[src/hw/rtl/swsc_pkg.sv]
package swsc_pkg;

  localparam int SAMPLE_W       = 20;
  localparam int RANGE_W        = 20;
  localparam int WL_CFG_W       = 5;
  localparam int TOL_W          = 16;
  localparam int CFG_DATA_W     = 16;
  localparam int CFG_IDX_W      = 1;
  localparam int RING_DEPTH_DEF = 16;

  localparam logic [CFG_IDX_W-1:0] CFG_WINDOW_LENGTH   = 1'd0;
  localparam logic [CFG_IDX_W-1:0] CFG_RANGE_TOLERANCE = 1'd1;

  localparam logic [WL_CFG_W-1:0] WL_RESET  = 5'd4;
  localparam logic [TOL_W-1:0]    TOL_RESET = 16'd10;

  typedef struct packed {
    logic signed [SAMPLE_W-1:0] sample;
    logic                       new_series;
  } in_item_t;

  typedef struct packed {
    logic                       stable;
    logic signed [SAMPLE_W-1:0] window_mean;
    logic [RANGE_W-1:0]         window_range;
  } out_item_t;

endpackage

[src/hw/rtl/sliding_window_stability_check.sv]
// Sliding-window stability check for probe height samples.
// Input channel (in_valid/in_stall/in_data): one signed sample per transaction,
// with a new_series flag that restarts the gathered count before storing it.
// Result channel (out_valid/out_stall/out_data): exactly one transaction per
// input: stable flag, window mean (truncated toward zero) and window range.
// Configuration (cfg_we/cfg_index/cfg_data): index 0 sets the window length,
// index 1 the range tolerance; write only while the block is idle.
// Steps: when the window is not yet full, an accepted sample goes straight to
// ST_OUT. Otherwise ST_SCAN walks the ring memory one entry a cycle through its
// single read port, ST_RANGE forms range and compare, a stable window adds a
// bit-serial restoring divide in ST_DIV, and ST_OUT hands the result to the
// output register.
// Flow: in_stall stays high from accept until the result moves into the
// output register, so a new transaction is taken only after the result of the
// last one has moved into the output register.
// A stalled receiver holds the result in the output register while the next
// transaction is processed; that one waits only if its result is ready first.
// Reset (synchronous, rst_n low) clears write position, gathered count and
// restores window length 4 and tolerance 10; ring contents are not cleared.
module sliding_window_stability_check
  import swsc_pkg::*;
#(
  parameter int RING_DEPTH = RING_DEPTH_DEF
) (
  input  logic                  clk,
  input  logic                  rst_n,
  input  logic                  in_valid,
  output logic                  in_stall,
  input  in_item_t              in_data,
  output logic                  out_valid,
  input  logic                  out_stall,
  output out_item_t             out_data,
  input  logic                  cfg_we,
  input  logic [CFG_IDX_W-1:0]  cfg_index,
  input  logic [CFG_DATA_W-1:0] cfg_data
);

  localparam int PTR_W  = (RING_DEPTH > 1) ? $clog2(RING_DEPTH) : 1;
  localparam int CNT_W  = $clog2(RING_DEPTH + 1);
  localparam int SUM_W  = SAMPLE_W + PTR_W;
  localparam int DCNT_W = $clog2(SUM_W);

  typedef enum logic [4:0] {
    ST_IDLE  = 5'b00001,
    ST_SCAN  = 5'b00010,
    ST_RANGE = 5'b00100,
    ST_DIV   = 5'b01000,
    ST_OUT   = 5'b10000
  } state_t;

  state_t                     state_r, state_nxt;
  logic [PTR_W-1:0]           wr_pos_r, wr_pos_nxt;
  logic [CNT_W-1:0]           cnt_r, cnt_nxt;
  logic [WL_CFG_W-1:0]        cfg_wl_r, cfg_wl_nxt;
  logic [TOL_W-1:0]           tol_r, tol_nxt;
  logic [CNT_W-1:0]           wl_r, wl_nxt;
  logic [PTR_W-1:0]           rd_ptr_r, rd_ptr_nxt;
  logic [CNT_W-1:0]           issue_left_r, issue_left_nxt;
  logic                       data_vld_r, data_vld_nxt;
  logic                       first_r, first_nxt;
  logic signed [SAMPLE_W-1:0] min_r, min_nxt;
  logic signed [SAMPLE_W-1:0] max_r, max_nxt;
  logic signed [SUM_W-1:0]    sum_r, sum_nxt;
  logic                       neg_r, neg_nxt;
  logic [SUM_W-1:0]           dq_r, dq_nxt;
  logic [CNT_W-1:0]           rem_r, rem_nxt;
  logic [DCNT_W-1:0]          div_cnt_r, div_cnt_nxt;
  out_item_t                  res_r, res_nxt;
  out_item_t                  out_r, out_nxt;
  logic                       out_vld_r, out_vld_nxt;

  logic signed [SAMPLE_W-1:0] ring_mem [RING_DEPTH];
  logic signed [SAMPLE_W-1:0] rd_data_r;

  logic                       accept;
  logic [31:0]                wl_full;
  logic [CNT_W-1:0]           wl_clamp;
  logic [PTR_W-1:0]           wr_pos_inc;
  logic [CNT_W-1:0]           cnt_upd;
  logic [31:0]                start_full;
  logic signed [SAMPLE_W:0]   diff;
  logic [CNT_W:0]             rem_sh;
  logic                       q_bit;
  logic [SUM_W-1:0]           dq_step;
  logic [SUM_W-1:0]           mean_full;

  assign accept    = in_valid && !in_stall;
  assign in_stall  = (state_r != ST_IDLE);
  assign out_valid = out_vld_r;
  assign out_data  = out_r;

  always_comb begin
    if (cfg_wl_r == '0) begin
      wl_full = 32'd1;
    end else if (32'(cfg_wl_r) > 32'(RING_DEPTH)) begin
      wl_full = 32'(RING_DEPTH);
    end else begin
      wl_full = 32'(cfg_wl_r);
    end
    wl_clamp = wl_full[CNT_W-1:0];

    wr_pos_inc = (wr_pos_r == PTR_W'(RING_DEPTH - 1)) ? '0 : wr_pos_r + 1'b1;

    if (in_data.new_series) begin
      cnt_upd = CNT_W'(1);
    end else if (cnt_r < CNT_W'(RING_DEPTH)) begin
      cnt_upd = cnt_r + 1'b1;
    end else begin
      cnt_upd = cnt_r;
    end

    // oldest entry of the window, counted back from the next write slot
    start_full = 32'(wr_pos_inc) + 32'(RING_DEPTH) - 32'(wl_clamp);
    if (start_full >= 32'(RING_DEPTH)) begin
      start_full = start_full - 32'(RING_DEPTH);
    end

    diff = {max_r[SAMPLE_W-1], max_r} - {min_r[SAMPLE_W-1], min_r};

    rem_sh  = {rem_r, dq_r[SUM_W-1]};
    q_bit   = (rem_sh >= {1'b0, wl_r});
    dq_step = {dq_r[SUM_W-2:0], q_bit};
    mean_full = neg_r ? (~dq_step + 1'b1) : dq_step;
  end

  always_comb begin
    state_nxt      = state_r;
    wr_pos_nxt     = wr_pos_r;
    cnt_nxt        = cnt_r;
    cfg_wl_nxt     = cfg_wl_r;
    tol_nxt        = tol_r;
    wl_nxt         = wl_r;
    rd_ptr_nxt     = rd_ptr_r;
    issue_left_nxt = issue_left_r;
    data_vld_nxt   = 1'b0;
    first_nxt      = first_r;
    min_nxt        = min_r;
    max_nxt        = max_r;
    sum_nxt        = sum_r;
    neg_nxt        = neg_r;
    dq_nxt         = dq_r;
    rem_nxt        = rem_r;
    div_cnt_nxt    = div_cnt_r;
    res_nxt        = res_r;
    out_nxt        = out_r;
    // drop the output transaction once the receiver has taken it
    out_vld_nxt    = out_vld_r && out_stall;

    if (cfg_we) begin
      case (cfg_index)
        CFG_WINDOW_LENGTH:   cfg_wl_nxt = cfg_data[WL_CFG_W-1:0];
        CFG_RANGE_TOLERANCE: tol_nxt    = cfg_data[TOL_W-1:0];
        default: ;
      endcase
    end

    case (state_r)
      ST_IDLE: begin
        if (accept) begin
          wr_pos_nxt     = wr_pos_inc;
          cnt_nxt        = cnt_upd;
          wl_nxt         = wl_clamp;
          rd_ptr_nxt     = start_full[PTR_W-1:0];
          issue_left_nxt = wl_clamp;
          first_nxt      = 1'b1;
          if (cnt_upd < wl_clamp) begin
            res_nxt   = '0;
            state_nxt = ST_OUT;
          end else begin
            state_nxt = ST_SCAN;
          end
        end
      end
      ST_SCAN: begin
        // issue one read per cycle, consume the data of the previous one
        if (issue_left_r != '0) begin
          issue_left_nxt = issue_left_r - 1'b1;
          rd_ptr_nxt     = (rd_ptr_r == PTR_W'(RING_DEPTH - 1)) ? '0 : rd_ptr_r + 1'b1;
          data_vld_nxt   = 1'b1;
        end
        if (data_vld_r) begin
          first_nxt = 1'b0;
          if (first_r) begin
            min_nxt = rd_data_r;
            max_nxt = rd_data_r;
            sum_nxt = SUM_W'(rd_data_r);
          end else begin
            if (rd_data_r < min_r) min_nxt = rd_data_r;
            if (rd_data_r > max_r) max_nxt = rd_data_r;
            sum_nxt = sum_r + SUM_W'(rd_data_r);
          end
          if (issue_left_r == '0) begin
            state_nxt = ST_RANGE;
          end
        end
      end
      ST_RANGE: begin
        res_nxt.window_range = diff[RANGE_W-1:0];
        res_nxt.window_mean  = '0;
        if ($unsigned(diff) <= (SAMPLE_W+1)'(tol_r)) begin
          res_nxt.stable = 1'b1;
          neg_nxt        = sum_r[SUM_W-1];
          dq_nxt         = sum_r[SUM_W-1] ? (~sum_r + 1'b1) : sum_r;
          rem_nxt        = '0;
          div_cnt_nxt    = '0;
          state_nxt      = ST_DIV;
        end else begin
          res_nxt.stable = 1'b0;
          state_nxt      = ST_OUT;
        end
      end
      ST_DIV: begin
        rem_nxt     = q_bit ? CNT_W'(rem_sh - {1'b0, wl_r}) : rem_sh[CNT_W-1:0];
        dq_nxt      = dq_step;
        div_cnt_nxt = div_cnt_r + 1'b1;
        if (div_cnt_r == DCNT_W'(SUM_W - 1)) begin
          res_nxt.window_mean = mean_full[SAMPLE_W-1:0];
          state_nxt           = ST_OUT;
        end
      end
      ST_OUT: begin
        // hold until the output register is free or being emptied
        if (!out_vld_r || !out_stall) begin
          out_nxt     = res_r;
          out_vld_nxt = 1'b1;
          state_nxt   = ST_IDLE;
        end
      end
      default: begin
        state_nxt = ST_IDLE;
      end
    endcase
  end

  always_ff @(posedge clk) begin
    if (!rst_n) begin
      state_r    <= ST_IDLE;
      wr_pos_r   <= '0;
      cnt_r      <= '0;
      cfg_wl_r   <= WL_RESET;
      tol_r      <= TOL_RESET;
      data_vld_r <= 1'b0;
      out_vld_r  <= 1'b0;
    end else begin
      state_r    <= state_nxt;
      wr_pos_r   <= wr_pos_nxt;
      cnt_r      <= cnt_nxt;
      cfg_wl_r   <= cfg_wl_nxt;
      tol_r      <= tol_nxt;
      data_vld_r <= data_vld_nxt;
      out_vld_r  <= out_vld_nxt;
    end
  end

  always_ff @(posedge clk) begin
    wl_r         <= wl_nxt;
    rd_ptr_r     <= rd_ptr_nxt;
    issue_left_r <= issue_left_nxt;
    first_r      <= first_nxt;
    min_r        <= min_nxt;
    max_r        <= max_nxt;
    sum_r        <= sum_nxt;
    neg_r        <= neg_nxt;
    dq_r         <= dq_nxt;
    rem_r        <= rem_nxt;
    div_cnt_r    <= div_cnt_nxt;
    res_r        <= res_nxt;
    out_r        <= out_nxt;
  end

  always_ff @(posedge clk) begin
    if (accept) begin
      ring_mem[wr_pos_r] <= in_data.sample;
    end
    rd_data_r <= ring_mem[rd_ptr_r];
  end

endmodule

[config.mk]
export PLATFORM = sky130hd
export DESIGN_NAME = sliding_window_stability_check
export DESIGN_NICKNAME = d
export VERILOG_FILES = /design/src/hw/rtl/swsc_pkg.sv /design/src/hw/rtl/sliding_window_stability_check.sv
export SDC_FILE = /design/constraint.sdc
export NUM_CORES = 1
export LEC_CHECK = 0
export ABC_AREA = 1
export BUFFER_PORTS_ARGS = -buffer_cell sky130_fd_sc_hd__buf_4
export CORE_MARGIN = 5
export CORE_UTILIZATION = 35
export DETAILED_ROUTE_END_ITERATION = 8
export GPL_ROUTABILITY_DRIVEN = 0
export SYNTH_ARGS = -nofsm -noshare
export SYNTH_HDL_FRONTEND = slang
export SYNTH_SLANG_ARGS = --single-unit
[constraint.sdc]
create_clock -name clk -period 5.3 [get_ports clk]
set_input_delay 1.06 -clock clk [delete_from_list [all_inputs] [get_ports clk]]
set_output_delay 1.06 -clock clk [all_outputs]
set_load 0.01 [all_outputs]
==> results of run 1 <==
-- cell families after synthesis --
logic type / Yosys count
AND/OR/NAND/NOR: 878
flip-flops: 573
AO/OA/AOI/OAI: 501
buffers and inverters: 306
adder cells (fa/ha/maj): 125
XOR/XNOR: 52
-- power by group through the flow --
stage          Sequential [mW]  Clock (mW)  Combinational [mW]
3_5_place_dp              6.22           0                3.80
2_1_floorplan             5.99           0                2.59
5_1_grt                   6.18        4.47                4.30
3_3_place_gp              6.20           0                3.69
4_1_cts                   6.13        4.28                3.82
6_report                  6.12        4.18                3.82
-- sequential cells by signal (all words and copies together), names as in the netlist, 4 cells and up --
signal        flops
ring_mem        320
res_r            41
cnt_r             5
wr_pos_r          4
rd_data_r        20
dq_r             24
out_data         41
wl_r              5
state_r           5
max_r            20
sum_r            24
issue_left_r      5
tol_r            16
min_r            20
div_cnt_r         5
rem_r             5
cfg_wl_r          5
rd_ptr_r          4
-- per-layer routing --
metal / vias to the layer above / GRT usage / part of all wire
met3: 123 / 0.02756 / 0.060
met1: 8722 / 0.1961 / 0.41
li1: 8777 / - / -
met2: 492 / 0.2782 / 0.49
met4: 6 / 0.05285 / 0.032
met5: - / 0 / 0.00053
-- synth_stat cells (all sizes together) (24+ instances only) --
| cell | number |
|---|---|
| nand4 | 34 |
| a21oi | 177 |
| inv | 219 |
| clkbuf | 65 |
| edfxtp | 516 |
| o22ai | 24 |
| ha | 121 |
| nand2 | 447 |
| nor3 | 32 |
| nor2 | 228 |
| xor2 | 33 |
| o21ai | 216 |
| dfxtp | 57 |
| nand3 | 106 |
-- cell type report --
type	count	area, um^2
multi-input cells	1556	8800
repair buffers	109	818.3
well taps	969	1212
fillers	7022	44440
flip-flops and latches	573	16640
diodes	2	5.005
clock inverters	39	474.2
clock buffers	66	1481
inverters	220	830.8
-- worst min-delay path by stage --
stage | start | endpoint | slack (ps) | cells past startpoint
5_1_grt | res_r[23]$_SDFFCE_PN0P_ | out_data[23]$_DFFE_PP_ | 420 | 0
2_1_floorplan | res_r[0]$_SDFFCE_PP0P_ | out_data[0]$_DFFE_PP_ | 400 | 0
3_3_place_gp | res_r[5]$_SDFFCE_PP0P_ | out_data[5]$_DFFE_PP_ | 410 | 0
6_report | res_r[21]$_SDFFCE_PN0P_ | out_data[21]$_DFFE_PP_ | 420 | 0
4_1_cts | res_r[25]$_SDFFCE_PN0P_ | out_data[25]$_DFFE_PP_ | 420 | 0
3_5_place_dp | res_r[11]$_SDFFCE_PP0P_ | out_data[11]$_DFFE_PP_ | 400 | 0
-- critical path, cell delays in order (launching register included) --
cell and delay (ps):
sky130_fd_sc_hd__edfxtp_1 400, sky130_fd_sc_hd__ha_1 250, sky130_fd_sc_hd__fa_1 400, sky130_fd_sc_hd__inv_1 120, sky130_fd_sc_hd__nand3_1 90, sky130_fd_sc_hd__nand3_2 110
sky130_fd_sc_hd__nand3_1 80, sky130_fd_sc_hd__nand2_1 120, sky130_fd_sc_hd__nand2_1 70, sky130_fd_sc_hd__nand2_1 70, sky130_fd_sc_hd__xor2_1 230, sky130_fd_sc_hd__ha_1 310
sky130_fd_sc_hd__a21oi_1 170, sky130_fd_sc_hd__o21ai_0 100, sky130_fd_sc_hd__nor2_1 110, sky130_fd_sc_hd__nand2_1 50, sky130_fd_sc_hd__nand2_1 50, sky130_fd_sc_hd__nand2_1 40
sky130_fd_sc_hd__nand2_1 50, sky130_fd_sc_hd__nand2_1 50, sky130_fd_sc_hd__nand2_1 100, sky130_fd_sc_hd__nand4_1 170, sky130_fd_sc_hd__nand2_1 110, sky130_fd_sc_hd__buf_4 380
==> reports/results.md, run 1 <==
- final-report hold violation count: 0
- wire length of the first global-routing pass: 101500 um
- Net Switching: 4.800 mW
- utilization of the core after routing: 0.4051
- combinational cell fraction of total power: 0.271
- Overall Global Routing Usage: 0.1575
- Avg Vias per Cell: 5.127
- total via count after detailed routing: 18120
- pin count of the biggest net entering global routing: 110
- placed instance area: 28300 um^2
- mean instance size in the synthesized netlist: 10.87 um^2
- fraction of registers with async set/reset: 0
- worst hold path class: flop to flop
- share of total power in the clock network: 0.296
- switching power as a share of total power: 0.3398
- part of the cycle the worst path needs: 0.7559
- worst path setup slack after routing: 1294 ps
- post-route minimum period: 4006 ps
- Initial Utilization: 0.3543
- Crit Reg-Reg Startpoint: min_r[0]$_DFFE_PP_
- number of placed cells counting well taps: 3427
- Fin Hold WS: 415.9 ps
- Core ar.: 74700 um^2
- clock sinks: 573
- Final Max Tran Viols: 0
- Placement Setup Slack: 1400 ps
- Iter 0 DRT Violations: 1356
- status: complete, no violations
- #FFs+latches synth: 573
- portion of netlist area occupied by mux cells: 0
- final setup skew: 24.54 ps
- Finished Cell Area: 30260 um^2
- number of enable flip-flop cells after synthesis: 516
- most used cells in the layout excluding fill and tap cells: 516 x sky130_fd_sc_hd__edfxtp_1, 443 x sky130_fd_sc_hd__nand2_1, 208 x sky130_fd_sc_hd__inv_1, 205 x sky130_fd_sc_hd__o21ai_0, 204 x sky130_fd_sc_hd__nor2_1
- count of final setup violators: 0
- unrepaired setup endpoints after global routing: no
- Root Driver: sky130_fd_sc_hd__clkbuf_16
- number of nets in the synthesized netlist: 2603
- synthesis-to-layout area growth: 14.34%
- most common cell after layout, fill and taps aside: sky130_fd_sc_hd__edfxtp_1
- worst-margin pin slew: 1152 ps
- cell count after synthesis: 2435
- CTS tree: yes
- via count of the first global-routing pass: 17970
- internal power component: 9.327 mW
- GRT overflow: 0
- placed wire-length estimate: 42720 um
- Worst R2R Setup Slack: 1290 ps
- Final ANT Viol Nets: 0
- largest fanout on the critical path: 34
- power density of the placed cells: 466.9 nW/um^2
- FMAX: 0.2496 GHz
- share of the synthesized area in the top cell type: 0.5855
- die span in y: 285.0 um
- insertion delay to the later sink of the worst-skew pair: 630 ps
- number of placement rows: 100
- capturing element type of the critical path: flop
- crit path from: min_r[0]$_DFFE_PP_
- Bufs on Longest Clock Path: 3
- Netlist cell types: 57
- non-filler cells, final: 3534
- number of cells traversed by the worst register-to-register path: 23
- final total power: 14.13 mW
- largest family of logic cells by synthesized area: simple AND/OR/NAND/NOR gates
- # hold bufs at CTS: 0
- fraction of final layout cells with drive strength greater than 1: 0.1073
- clock-pin transition on the worst setup and hold timing paths: 60 ps
- most instantiated flip-flop cell in the synthesis netlist: sky130_fd_sc_hd__edfxtp_1
- Pleak: 11.41 nW
- Maximum Capacitance Violations: 0
- Synth Area in Compound Gates: 0.1068
- share of synthesized cell area in and, or, nand and nor gates: 0.1431
- total standard cell area after synthesis: 26460 um^2
- die area: 81210 um^2
- DR WL/cell: 18.57 um
- required time of the critical path: 5570 ps
- number of CTS-inserted buffers: 56
- maximum VDD drop: 0.3300 mV
- final net count: 2684
- cell type with the largest total area after synthesis: sky130_fd_sc_hd__edfxtp_1
- die width: 285.0 um
- part of the power in registers: 0.433
- number of levels the H-tree was split into: 2
- number of resized instances in the post-cts repair step: 0
- Data arrival, critical path: 4280 ps
- number of placed I/O pins: 86
- count of TritonRoute iterations in the first routing pass: 5
- portion of the post-synthesis area used by sequential elements: 0.6287
- setup tns final: 0 ps
- top post-synthesis cells by area: sky130_fd_sc_hd__edfxtp_1 59%, sky130_fd_sc_hd__nand2_1 6.3%, sky130_fd_sc_hd__ha_1 5.7%
- post-synthesis share of cell area spent on xor and xnor gates: 0.01721
- adder and majority cell fraction of the synthesized area: 0.06024
- drt total wl: 65630 um
- startpoint kind of the worst setup timing path: flop
- number of buffer cells added on primary ports: 85
- Worst slew margin: 0.2312
- number of DRC violations after detailed routing: 0
- Critical Path End: dq_r[17]$_DFFE_PP_
- Critical R2R Capture: dq_r[17]$_DFFE_PP_
- start-to-end type of the worst setup path: flop to flop
- Synthesis Warnings: 0
- initial antenna violation count: 6
- post-CTS setup buffers: 0
(Power assumes the default switching activity.)
==> run 2, diff against run 1 <==
clock period = 3.5 ns   (was 5.3 ns; I/O delays follow)
==> run 2 against run 1 <==
Against the previous run: routed wire length is 0.40% higher; fmax grew 17%; hold slack got worse by 85 ps; die area stayed put; final cell count increased by 1.3%; via count up 1.2%; combinational power is 57% higher; clock power up 55%; non-clock buffer count up 41; register-to-register slack got worse by 1200 ps.
==> reports/results.md, run 2 (synthesis gave the netlist of run 1 again) <==
- largest fanout on the critical path: 12, -65%
- Avg Vias per Cell: 5.126, about the same
- final setup skew: 39.52 ps, +14.97 ps
- wire length of the first global-routing pass: 101400 um, -0.11%
- startpoint kind of the worst setup timing path: flop
- clock sinks: 573, unchanged
- most common cell after layout, fill and taps aside: sky130_fd_sc_hd__edfxtp_1
- Data arrival, critical path: 3780 ps, -500 ps
- required time of the critical path: 3850 ps, -1720 ps
- Final Max Tran Viols: 0, unchanged
- number of placed cells counting well taps: 3462, +1.0%
- count of final setup violators: 0, unchanged
- status: complete, no violations
- worst path setup slack after routing: 74.26 ps, -1220 ps
- via count of the first global-routing pass: 17970, +0.045%
- die area: 81210 um^2, unchanged
- number of buffer cells added on primary ports: 85, unchanged
- number of CTS-inserted buffers: 59, +5.4%
- clock-pin transition on the worst setup and hold timing paths: 60 ps, about the same
- Final ANT Viol Nets: 0, unchanged
- Finished Cell Area: 30710 um^2, +1.5%
- GRT overflow: 0, unchanged
- insertion delay to the later sink of the worst-skew pair: 640 ps, about the same
- synthesis-to-layout area growth: 16.05%
- die width: 285.0 um, unchanged
- drt total wl: 65900 um, +0.40%
- final-report hold violation count: 0, unchanged
- CTS tree: yes
- FMAX: 0.2919 GHz, +17%
- # hold bufs at CTS: 0, unchanged
- power density of the placed cells: 703.8 nW/um^2, +51%
- fraction of final layout cells with drive strength greater than 1: 0.1303, +0.02302
- capturing element type of the critical path: flop
- setup tns final: 0 ps, unchanged
- unrepaired setup endpoints after global routing: yes
- maximum VDD drop: 0.4131 mV, +25%
- number of levels the H-tree was split into: 2, unchanged
- Maximum Capacitance Violations: 0, unchanged
- final total power: 21.61 mW, +53%
- hold path start: cfg_data[2]
- most used cells in the layout excluding fill and tap cells: 516 x sky130_fd_sc_hd__edfxtp_1, 437 x sky130_fd_sc_hd__nand2_1, 207 x sky130_fd_sc_hd__inv_1, 204 x sky130_fd_sc_hd__nor2_1, 204 x sky130_fd_sc_hd__o21ai_0
- Pleak: 11.66 nW, +2.1%
- Bufs on Longest Clock Path: 3, unchanged
- number of placed I/O pins: 86, unchanged
- Root Driver: sky130_fd_sc_hd__clkbuf_16
- count of TritonRoute iterations in the first routing pass: 5, unchanged
- utilization of the core after routing: 0.4111, +0.006047
- DR WL/cell: 18.41 um, -0.86%
- post-route minimum period: 3426 ps, -580.3 ps
- worst hold path class: input port to flop
- total via count after detailed routing: 18350, +1.2%
- Overall Global Routing Usage: 0.1563, -0.001202
- Worst slew margin: 0.4267, +0.1955
- pin count of the biggest net entering global routing: 162, +47%
- placed instance area: 28550 um^2, +0.91%
- die span in y: 285.0 um, unchanged
- Crit Reg-Reg Startpoint: max_r[4]$_DFFE_PP_
- non-filler cells, final: 3579, +1.3%
- Placement Setup Slack: -40.07 ps, -1440 ps
- initial antenna violation count: 4, -2
- crit path from: max_r[4]$_DFFE_PP_
- Biggest register: ring_mem
- Initial Utilization: 0.3543, unchanged
- start-to-end type of the worst setup path: flop to flop
- worst-margin pin slew: 859.0 ps, -292.9 ps
- part of the cycle the worst path needs: 0.9788, +0.2229
- final net count: 2728, +1.6%
- Largest register FFs: 320, unchanged
- number of placement rows: 100, unchanged
- Iter 0 DRT Violations: 1450, +6.9%
- Core ar.: 74700 um^2, unchanged
- Fin Hold WS: 330.4 ps, -85.48 ps
- number of DRC violations after detailed routing: 0, unchanged
- placed wire-length estimate: 42710 um, about the same
-- run 2: final timing paths --
| kind | to | slack (ps) | cells after the start |
|---|---|---|---|
| min reg2reg | out_data[15]$_DFFE_PP_ | 410 | 0 |
| min | cfg_wl_r[2]$_SDFFE_PN1P_ | 330 | 3 |
| max | dq_r[17]$_DFFE_PP_ | 70 | 21 |
| max reg2reg | dq_r[17]$_DFFE_PP_ | 70 | 21 |
-- run 2: cell type report --
type,count,area [um^2]
Sequential cell,573,16640
Inverter,220,828.3
Clock buffer,68,1510
Timing Repair Buffer,150,1205
Antenna cell,1,2.502
Multi-Input combinational cell,1556,8822
Fill cell,6961,43990
Tap cell,969,1212
Clock inverter,42,493.0
-- run 2: power breakdown --
group | total [mW] | switching, mW | internal [mW]
clock network | 6.46 | 2.69 | 3.78
registers | 9.15 | 0.552 | 8.60
logic | 6.00 | 4.09 | 1.92
-- run 2: critical path, cell delays in order, from the launching register on --
cell and delay, ps:
sky130_fd_sc_hd__edfxtp_1 420, sky130_fd_sc_hd__ha_2 410, sky130_fd_sc_hd__nand2_1 120, sky130_fd_sc_hd__inv_1 130
sky130_fd_sc_hd__nand2_1 90, sky130_fd_sc_hd__nand2_1 90, sky130_fd_sc_hd__nand2_1 70, sky130_fd_sc_hd__nand3_2 100
sky130_fd_sc_hd__xor2_1 280, sky130_fd_sc_hd__ha_1 310, sky130_fd_sc_hd__a21oi_1 130, sky130_fd_sc_hd__o21ai_1 70
sky130_fd_sc_hd__nor2_1 90, sky130_fd_sc_hd__nand2_1 70, sky130_fd_sc_hd__nand2_1 50, sky130_fd_sc_hd__nand2_1 40
sky130_fd_sc_hd__nand2_1 50, sky130_fd_sc_hd__nand2_1 50, sky130_fd_sc_hd__nand2_1 90, sky130_fd_sc_hd__nand4_1 160
sky130_fd_sc_hd__nand2_4 180, sky130_fd_sc_hd__buf_12 150
-- run 2: timing repair --
item                                    4_1_cts  5_1_grt
gates resized for setup                       2       21
setup buffers                                 0        4
pin swaps                                     1       13
gates cloned                                  0        2
endpoints found under the setup margin       34       36
-- run 2: layer usage --
| layer | wire length (um) | global-route usage |
|---|---|---|
| met2 | 31680 | 0.2667 |
| met4 | 2349 | 0.05407 |
| met1 | 28040 | 0.2021 |
| met3 | 3788 | 0.02716 |
| met5 | 40 | 0 |
